## config.mk

```make
export PLATFORM = sky130hd
export DESIGN_NAME = ttl_neighbor_message_table
export DESIGN_NICKNAME = d
export VERILOG_FILES = /design/src/rtl/core/ttlnm_pkg.sv /design/src/rtl/core/ttlnm_table_ram.sv /design/src/rtl/core/ttl_neighbor_message_table.sv
export SDC_FILE = /design/constraint.sdc
export NUM_CORES = 1
export LEC_CHECK = 0
export ABC_CLOCK_PERIOD_IN_PS = 6100
export BUFFER_PORTS_ARGS = -buffer_cell sky130_fd_sc_hd__buf_2
export CAP_MARGIN = 0
export CORE_MARGIN = 1
export CORE_UTILIZATION = 35
export DETAILED_ROUTE_END_ITERATION = 16
export GPL_ROUTABILITY_DRIVEN = 0
export PLACE_DENSITY = 0.48
export SLEW_MARGIN = 20
export SYNTH_ARGS = -nofsm -noshare
export SYNTH_HDL_FRONTEND = slang
export SYNTH_SLANG_ARGS = --single-unit
```

## constraint.sdc

```tcl
create_clock -name i_clk -period 6.1 [get_ports i_clk]
set_input_delay 0.61 -clock i_clk [delete_from_list [all_inputs] [get_ports i_clk]]
set_output_delay 0.61 -clock i_clk [all_outputs]
set_load 0.02 [all_outputs]
```

## src/rtl/core/ttlnm_pkg.sv

```systemverilog
// Types and codes shared by the neighbour message table.
`timescale 1ns / 1ps

package ttlnm_pkg;

    typedef enum logic [1:0] {
        ACT_RECEIVE = 2'd0,
        ACT_QUERY   = 2'd1,
        ACT_CLEAR   = 2'd2,
        ACT_NONE    = 2'd3
    } t_action;

    typedef enum logic [2:0] {
        REG_SELF_ID     = 3'd0,
        REG_TTL_RELOAD  = 3'd1,
        REG_ANY_ROBOT   = 3'd2,
        REG_ANY_MESSAGE = 3'd3,
        REG_CONTROL_LOC = 3'd4
    } t_reg_index;

    typedef enum logic [2:0] {
        ST_IDLE,
        ST_SCAN,
        ST_WRITE,
        ST_CLEAR,
        ST_DONE
    } t_state;

    typedef struct packed {
        logic [1:0] action;
        logic [2:0] location;
        logic [7:0] sender_id;
        logic [7:0] message_id;
        logic [7:0] message_param;
        logic [7:0] query_robot;
        logic [7:0] query_message;
    } t_in_item;

    typedef struct packed {
        logic       found;
        logic [7:0] hit_robot;
        logic [7:0] hit_message;
        logic [7:0] hit_param;
        logic [7:0] hit_position;
        logic [7:0] obstacle_mask;
        logic       info_valid;
    } t_out_item;

    typedef struct packed {
        logic [7:0] robot;
        logic [7:0] message;
        logic [7:0] param;
        logic [7:0] position;
        logic [7:0] ttl;
    } t_entry;

    localparam int POS_F  = 0;
    localparam int POS_FL = 1;
    localparam int POS_FR = 2;
    localparam int POS_L  = 3;
    localparam int POS_R  = 4;
    localparam int POS_B  = 5;
    localparam int POS_BL = 6;
    localparam int POS_BR = 7;

    function automatic logic [7:0] refresh_mask(input logic [7:0] p);
        logic [7:0] q;
        q = p;
        q[POS_F] = q[POS_FL] & q[POS_FR];
        q[POS_B] = q[POS_BL] & q[POS_BR];
        q[POS_L] = q[POS_FL] & q[POS_BL];
        q[POS_R] = q[POS_FR] & q[POS_BR];
        return q;
    endfunction

endpackage

```

## src/rtl/core/ttlnm_table_ram.sv

```systemverilog
// Entry memory: one write port, one registered read port.
`timescale 1ns / 1ps

module ttlnm_table_ram
    import ttlnm_pkg::*;
#(
    parameter int ENTRIES = 8,
    localparam int AW = (ENTRIES > 1) ? $clog2(ENTRIES) : 1
) (
    input  logic          i_clk,
    input  logic          i_we,
    input  logic [AW-1:0] i_waddr,
    input  t_entry        i_wdata,
    input  logic [AW-1:0] i_raddr,
    output t_entry        o_rdata
);

    t_entry r_mem [ENTRIES];

    always_ff @(posedge i_clk) begin
        if (i_we) begin
            r_mem[i_waddr] <= i_wdata;
        end
        o_rdata <= r_mem[i_raddr];
    end

endmodule

```

## src/rtl/core/ttl_neighbor_message_table.sv

```systemverilog
// Top level of the neighbour message table: sequencer around the entry memory.
`timescale 1ns / 1ps

// Each item walks the table once through a memory with one write port and one
// registered read port. A query, a receive of a control or own-id message and
// the undefined action go from ST_SCAN to ST_DONE, which raises the result
// strobe. A receive that is stored passes through ST_WRITE between them for
// the write-back of the chosen entry. A clear sweeps the memory one entry a
// cycle. busy falls in the cycle in which the result shows on o_result, marked
// by o_done for that one cycle; the receiver cannot stall and must take it as
// it comes. A clearing pass, with busy high and no result, runs straight after
// reset, so every entry starts dead.
module ttl_neighbor_message_table
    import ttlnm_pkg::*;
#(
    parameter int ENTRIES = 8
) (
    input  logic      i_clk,
    input  logic      i_rst_n,
    input  logic      start,
    output logic      busy,
    input  t_in_item  i_item,
    input  logic      i_cfg_we,
    input  logic [2:0] i_cfg_index,
    input  logic [7:0] i_cfg_data,
    output logic      o_done,
    output t_out_item o_result
);

    localparam int AW = (ENTRIES > 1) ? $clog2(ENTRIES) : 1;
    localparam int CW = $clog2(ENTRIES + 1);
    localparam logic [CW-1:0] LAST = CW'(ENTRIES);

    logic [7:0] r_self_id, r_ttl_reload, r_any_robot, r_any_message;
    logic [2:0] r_control_loc;

    always_ff @(posedge i_clk) begin
        if (!i_rst_n) begin
            r_self_id     <= '0;
            r_ttl_reload  <= 8'd8;
            r_any_robot   <= 8'hff;
            r_any_message <= 8'hff;
            r_control_loc <= 3'd7;
        end else if (i_cfg_we) begin
            unique case (i_cfg_index)
                REG_SELF_ID:     r_self_id     <= i_cfg_data;
                REG_TTL_RELOAD:  r_ttl_reload  <= i_cfg_data;
                REG_ANY_ROBOT:   r_any_robot   <= i_cfg_data;
                REG_ANY_MESSAGE: r_any_message <= i_cfg_data;
                REG_CONTROL_LOC: r_control_loc <= i_cfg_data[2:0];
                default: ;
            endcase
        end
    end

    t_state     r_state, n_state;
    t_in_item   r_item;
    logic [CW-1:0] r_cnt, n_cnt;      // read address issued
    logic       r_rvld;               // read data valid this cycle
    logic [AW-1:0] r_ridx;            // index of data in rd
    logic [AW-1:0] r_oldest, n_oldest;
    logic [7:0] r_oldest_ttl, n_oldest_ttl;
    logic       r_match, n_match;
    logic [AW-1:0] r_match_idx, n_match_idx;
    t_entry     r_match_e, n_match_e, r_oldest_e, n_oldest_e;
    logic       r_found, n_found, r_stop, n_stop;
    logic [7:0] r_best, n_best;
    t_entry     r_hit, n_hit;
    logic [7:0] r_obst, n_obst;
    logic       r_valid, n_valid;
    logic       r_is_store, n_is_store;
    logic       r_done, n_done;
    logic       r_init;               // clearing pass after reset
    t_out_item  r_res, n_res;

    logic       we;
    logic [AW-1:0] waddr, raddr;
    t_entry     wdata, rd;

    ttlnm_table_ram #(.ENTRIES(ENTRIES)) u_ram (
        .i_clk  (i_clk),
        .i_we   (we),
        .i_waddr(waddr),
        .i_wdata(wdata),
        .i_raddr(raddr),
        .o_rdata(rd)
    );

    // while idle, fetch the oldest entry so its un-aged count is at hand
    assign raddr = (r_state == ST_IDLE) ? r_oldest : r_cnt[AW-1:0];

    logic accept;
    assign accept = start && !busy;
    assign busy   = (r_state != ST_IDLE);

    always_ff @(posedge i_clk) begin
        if (!i_rst_n) begin
            r_state <= ST_CLEAR;
            r_cnt   <= '0;
            r_rvld  <= 1'b0;
            r_obst  <= '0;
            r_valid <= 1'b0;
            r_oldest <= '0;
            r_done  <= 1'b0;
            r_init  <= 1'b1;
        end else begin
            r_state <= n_state;
            r_cnt   <= n_cnt;
            r_rvld  <= (r_state == ST_SCAN) && (r_cnt < LAST);
            r_obst  <= n_obst;
            r_valid <= n_valid;
            r_oldest <= n_oldest;
            r_done  <= n_done;
            if (r_state == ST_CLEAR && r_cnt == LAST - CW'(1)) r_init <= 1'b0;
        end
    end

    always_ff @(posedge i_clk) begin
        if (accept) r_item <= i_item;
        r_ridx       <= r_cnt[AW-1:0];
        r_oldest_ttl <= n_oldest_ttl;
        r_match      <= n_match;
        r_match_idx  <= n_match_idx;
        r_match_e    <= n_match_e;
        r_oldest_e   <= n_oldest_e;
        r_found      <= n_found;
        r_stop       <= n_stop;
        r_best       <= n_best;
        r_hit        <= n_hit;
        r_is_store   <= n_is_store;
        r_res        <= n_res;
    end

    assign o_done   = r_done;
    assign o_result = r_res;

    always_comb begin
        logic [7:0] ttl_dec;
        t_entry     e;
        n_state = r_state;
        n_cnt = r_cnt;
        n_obst = r_obst;
        n_valid = r_valid;
        n_oldest = r_oldest;
        n_oldest_ttl = r_oldest_ttl;
        n_match = r_match;
        n_match_idx = r_match_idx;
        n_match_e = r_match_e;
        n_oldest_e = r_oldest_e;
        n_found = r_found;
        n_stop = r_stop;
        n_best = r_best;
        n_hit = r_hit;
        n_is_store = r_is_store;
        n_done = 1'b0;
        n_res = r_res;
        we = 1'b0;
        waddr = r_ridx;
        wdata = rd;
        e = rd;
        ttl_dec = (rd.ttl != 8'd0) ? rd.ttl - 8'd1 : 8'd0;
        unique case (r_state)
            ST_IDLE: begin
                if (accept) begin
                    n_cnt = '0;
                    n_match = 1'b0;
                    n_found = 1'b0;
                    n_stop = 1'b0;
                    n_best = '0;
                    n_hit = '0;
                    n_is_store = 1'b0;
                    n_oldest_ttl = 8'd0;
                    n_state = ST_SCAN;
                    if (i_item.action == ACT_CLEAR) begin
                        n_state = ST_CLEAR;
                        n_valid = 1'b0;
                        n_obst = '0;
                        n_oldest = '0;
                    end else if (i_item.action == ACT_RECEIVE) begin
                        if (i_item.location >= r_control_loc) begin
                            n_valid = 1'b1;
                        end else if (i_item.sender_id == r_self_id) begin
                            n_obst = r_obst | (8'd1 << i_item.location);
                        end else begin
                            n_is_store = 1'b1;
                        end
                    end else if (i_item.action == ACT_QUERY) begin
                        n_obst = refresh_mask(r_obst);
                    end
                end
            end
            ST_SCAN: begin
                if (r_cnt < LAST) n_cnt = r_cnt + CW'(1);
                // first scan cycle: rd holds the oldest entry fetched while idle
                if (!r_rvld && r_cnt == '0 && r_is_store) n_oldest_ttl = rd.ttl;
                if (r_rvld) begin
                    if (r_is_store) begin
                        // age the entry and write it back
                        e.ttl = ttl_dec;
                        we = 1'b1;
                        wdata = e;
                        if (ttl_dec != 8'd0 && !r_match && rd.robot == r_item.sender_id
                            && rd.message == r_item.message_id) begin
                            n_match = 1'b1;
                            n_match_idx = r_ridx;
                            n_match_e = e;
                        end
                        // oldest count stays un-aged until the walk reaches it
                        if (r_ridx == r_oldest || ttl_dec < r_oldest_ttl) begin
                            n_oldest = r_ridx;
                            n_oldest_ttl = ttl_dec;
                            n_oldest_e = e;
                        end
                    end else if (r_item.action == ACT_QUERY && rd.ttl != 8'd0) begin
                        e.position = refresh_mask(rd.position);
                        we = 1'b1;
                        wdata = e;
                        if (!r_stop) begin
                            if (e.robot == r_item.query_robot
                                && e.message == r_item.query_message) begin
                                n_found = 1'b1; n_hit = e; n_stop = 1'b1;
                            end else if (r_item.query_robot == r_any_robot
                                && e.message == r_item.query_message) begin
                                if (r_best <= e.param) begin
                                    n_found = 1'b1; n_hit = e; n_best = e.param;
                                end
                            end else if (e.robot == r_item.query_robot
                                && r_item.query_message == r_any_message) begin
                                n_found = 1'b1; n_hit = e; n_stop = 1'b1;
                            end
                        end
                    end
                end
                if (!r_rvld && r_cnt == LAST) n_state = r_is_store ? ST_WRITE : ST_DONE;
            end
            ST_WRITE: begin
                e = r_match ? r_match_e : r_oldest_e;
                e.robot = r_item.sender_id;
                e.message = r_item.message_id;
                e.param = r_item.message_param;
                e.position = e.position | (8'd1 << r_item.location);
                e.ttl = r_ttl_reload;
                we = 1'b1;
                waddr = r_match ? r_match_idx : r_oldest;
                wdata = e;
                n_state = ST_DONE;
            end
            ST_CLEAR: begin
                e = '0;
                we = 1'b1;
                waddr = r_cnt[AW-1:0];
                wdata = e;
                n_cnt = r_cnt + CW'(1);
                if (r_cnt == LAST - CW'(1)) begin
                    n_cnt = '0;
                    // the pass after reset answers nothing
                    n_state = r_init ? ST_IDLE : ST_DONE;
                end
            end
            ST_DONE: begin
                n_done = 1'b1;
                n_res.found = r_found;
                n_res.hit_robot = r_found ? r_hit.robot : 8'd0;
                n_res.hit_message = r_found ? r_hit.message : 8'd0;
                n_res.hit_param = r_found ? r_hit.param : 8'd0;
                n_res.hit_position = r_found ? r_hit.position : 8'd0;
                n_res.obstacle_mask = r_obst;
                n_res.info_valid = r_valid;
                n_state = ST_IDLE;
            end
            default: n_state = ST_IDLE;
        endcase
    end

    assert property (@(posedge i_clk) disable iff (!i_rst_n)
        o_done |=> !o_done)
        else $error("result strobe lasted more than one cycle");
    assert property (@(posedge i_clk) disable iff (!i_rst_n)
        (start && !busy) |=> busy)
        else $error("accepted item did not raise busy");
    assert property (@(posedge i_clk) disable iff (!i_rst_n)
        o_done |-> !busy)
        else $error("result shown while still busy");

endmodule
```

==> impl_results.md <==
- Synth cell types: 67
- Clk buf depth: 3
- Cell-internal power: 7.77 mW
- WP data arrival: 3.89 ns
- Starting density of the core: 0.355
- Cts hold-fix bufs: 0
- Sw Ratio: 0.280
- Nets: 1577
- Initial antenna violation count: 3
- Post-synthesis area per instance: 15.7 µm²
- CP max FO: 42
- First-pass GRT wire length: 78.1 mm
- Setup TNS: 0 ns
- Setup crit end: u_ram.r_mem[5][29]
- Power per cell area: 432 nW/µm²
- Worst EP required: 6.37 ns
- Power Total: 10.8 mW
- YS warnings: 0
- Root Driver: clkbuf_16
- Outcome: finished, final reports clean
- Crit. End Element: register
- CTS Sinks: 534
- Layout cells sized above 1: 0.233
- Clk_lat worst skew: 0.62 ns
- Worst hold path class: in2reg
- RSZ-0062 raised after global routing: false
- Fmax: 276 MHz
- R2r setup slk: 2.48 ns
- PostCTS Resize Cnt: 0
- DR vias: 11.8k
- Gate power share: 0.203
- Critical path launch point type: register
- Gate Count Post-Synth: 1372
- R2R Path Start: r_state[0]
- Wire per inst: 22.3 µm
- Antenna Violating Nets Remaining: 0
- H-tree levels: 2
- GRT met3 Usage: 0.0300
- Final setup violation count: 0
- DP Area: 23000 µm²
- DRT iter0 DRCs: 795
- Commonest non-fill, non-tap cell in the layout: edfxtp_1
- Die span in x: 250 µm
- Top FF cell, synth: edfxtp_1
- Commonest cells after routing, fill and taps aside: 438 x edfxtp_1, 130 x nand2_1, 103 x buf_2, 96 x dfxtp_1, 72 x mux4_2
- Critical Path Start: r_state[0]
- Final instance area: 25000 µm²
- Via-to-Cell Ratio: 5.07
- Final cycle utilization of the critical path: 0.594
- Crit path time final: 3.62 ns
- Maxcap violations: 0
- Chip Height: 250 µm
- Register area share after synthesis: 0.701
- Die area: 62500 µm²
- Slew margin rel.: 0.287
- EDFF count, synth: 438
- Vias in the first global route: 12.1k
- Num CTS Buffers: 58
- Psw: 3.02 mW
- Hpwl dp: 34.0 mm
- Kind of critical path: reg2reg
- Number of port buffers: 103
- Worst flop-to-flop path endpoint: u_ram.r_mem[5][29]
- Power share of the clock group: 0.337
- TritonCTS clock tree: built
- # Post-CTS Setup Buffers: 0
- Met2 usage: 0.275
- Congestion Overflow GR: 0
- Worst Tran Pin Value: 1.06 ns
- Syn nets: 1454
- Post-Synthesis Cell Area: 21500 µm²
- Detailed Routing Iterations Pass 1: 4
- Seq cells post-synth: 534
- Largest net degree at the start of global routing: 59
- Sequential power share: 0.460
- Core ar.: 60600 µm²
- Area growth from synthesis to layout: 16.2%
- Final clock skew: 0.0194 ns
- Reg clk slew, reported paths: 0.06 ns
- # IOs: 104
- Final Hold Violating Endpoints: 0
- Final WL: 52.0 mm
- # fillers: 5511
- Grt met1 use: 0.227
- Fraction of registers with async set or reset after synthesis: 0
- R2R cell count: 9
- All-Layer GR Usage: 0.168
- Cell Rows: 90
- DRC violations left: 0
- Fin. max-slew vios: 0
- Maximum vdd drop: 0.257 mV
- Leak: 8.63 nW
- Worst Hold Launch: i_item[23]
- Number of diodes: 0
- Global route hottest layer: met2
-- cell type report --
| class | count | area, µm² | share of cell area |
|---|---|---|---|
| Clock buffer | 73 | 1600 | 0.0640 |
| Clock inverter | 37 | 400 | 0.0160 |
| Inverter | 31 | 116 | 0.00466 |
| Multi-Input combinational cell | 744 | 6120 | 0.245 |
| Sequential cell | 534 | 15100 | 0.603 |
| Tap cell | 782 | 978 | 0.0391 |
| Timing Repair Buffer | 126 | 708 | 0.0283 |
-- cells in the mapped netlist (18+ instances only) --
| cell | number | area share |
|---|---|---|
| edfxtp_1 | 438 | 0.61 |
| nand2_1 | 130 | 0.023 |
| dfxtp_1 | 96 | 0.089 |
| mux4_2 | 72 | 0.075 |
| and2_1 | 60 | 0.017 |
| mux2_2 | 45 | 0.024 |
| nor2_1 | 44 | 0.0077 |
| o21ai_0 | 44 | 0.010 |
| xnor2_1 | 38 | 0.015 |
| clkbuf_1 | 37 | 0.0065 |
| nand3_1 | 36 | 0.0084 |
| inv_1 | 30 | 0.0052 |
| xor2_1 | 26 | 0.011 |
| nand2b_1 | 23 | 0.0067 |
| ha_1 | 22 | 0.013 |
| a21oi_1 | 19 | 0.0044 |
| a21boi_0 | 18 | 0.0063 |
-- critical path: stages, from the launching register on --
cell,delay [ns]
dfxtp_1,0.31
buf_4,0.46
or3b_1,0.39
buf_4,0.23
inv_1,0.10
nand2_1,0.06
a21oi_1,0.16
o21ai_0,0.36
nor2_4,0.72
buf_4,0.45
-- routing by layer --
layer  vias to the layer above  wire [µm]  share of wire
met5                         -          0              0
met4                         0       1090          0.021
met3                        69       2360          0.045
met2                       262      25300           0.49
met1                      6002      23200           0.45
li1                       5464          -              -
-- logic make-up after synthesis --
group,Yosys count,synth area share
flip-flops,534,0.701
AND/OR/NAND/NOR,381,0.0912
AO/OA/AOI/OAI,148,0.0455
multiplexers,129,0.105
buffers and inverters,94,0.0192
XOR/XNOR,64,0.0260
adder cells (fa/ha/maj),22,0.0128
-- worst min path at each step --
stage	end	slack [ns]	cells past startpoint
global placement	o_result[6]	0.41	0
finish	r_item[23]	0.17	1
CTS	r_item[23]	0.12	1
global route	r_item[23]	0.13	1
floorplan	r_ridx[1]	0.39	0
detailed placement	o_result[6]	0.42	0
-- power by group through the flow --
| stage | combinational (mW) | sequential [mW] | clock (mW) |
|---|---|---|---|
| after global placement | 2.24 | 5.04 | 0 |
| final | 2.19 | 4.96 | 3.64 |
| after floorplan | 1.61 | 4.88 | 0 |
| after global routing | 2.41 | 5.02 | 3.87 |
| after detailed placement | 2.25 | 5.04 | 0 |
| after CTS | 2.26 | 4.97 | 3.73 |
-- per-stage QoR --
step	util	setup WS (ns)	cells	hold WS, ns
2_1_floorplan	-	1.63	1372	0.391
3_3_place_gp	0.379	2.40	2216	0.413
3_5_place_dp	0.380	2.42	2217	0.423
4_1_cts	0.413	2.38	2327	0.121
5_1_grt	0.413	2.23	2327	0.130
6_report	0.413	2.48	2327	0.169
-- flip-flops by register name, summed over array words and instances (netlist names), 4 cells and up --
| register | flops |
|---|---|
| r_match_e | 4 |
| r_hit | 32 |
| r_ttl_reload | 8 |
| r_item | 45 |
| r_best | 8 |
| r_self_id | 8 |
| r_obst | 8 |
| r_oldest_e | 4 |
| r_oldest_ttl | 8 |
| r_any_robot | 8 |
| r_cnt | 4 |
| r_any_message | 8 |
| u_ram.o_rdata | 36 |
| u_ram.r_mem | 288 |
| o_result | 42 |
Note: power is estimated with default switching activity, not from simulation.
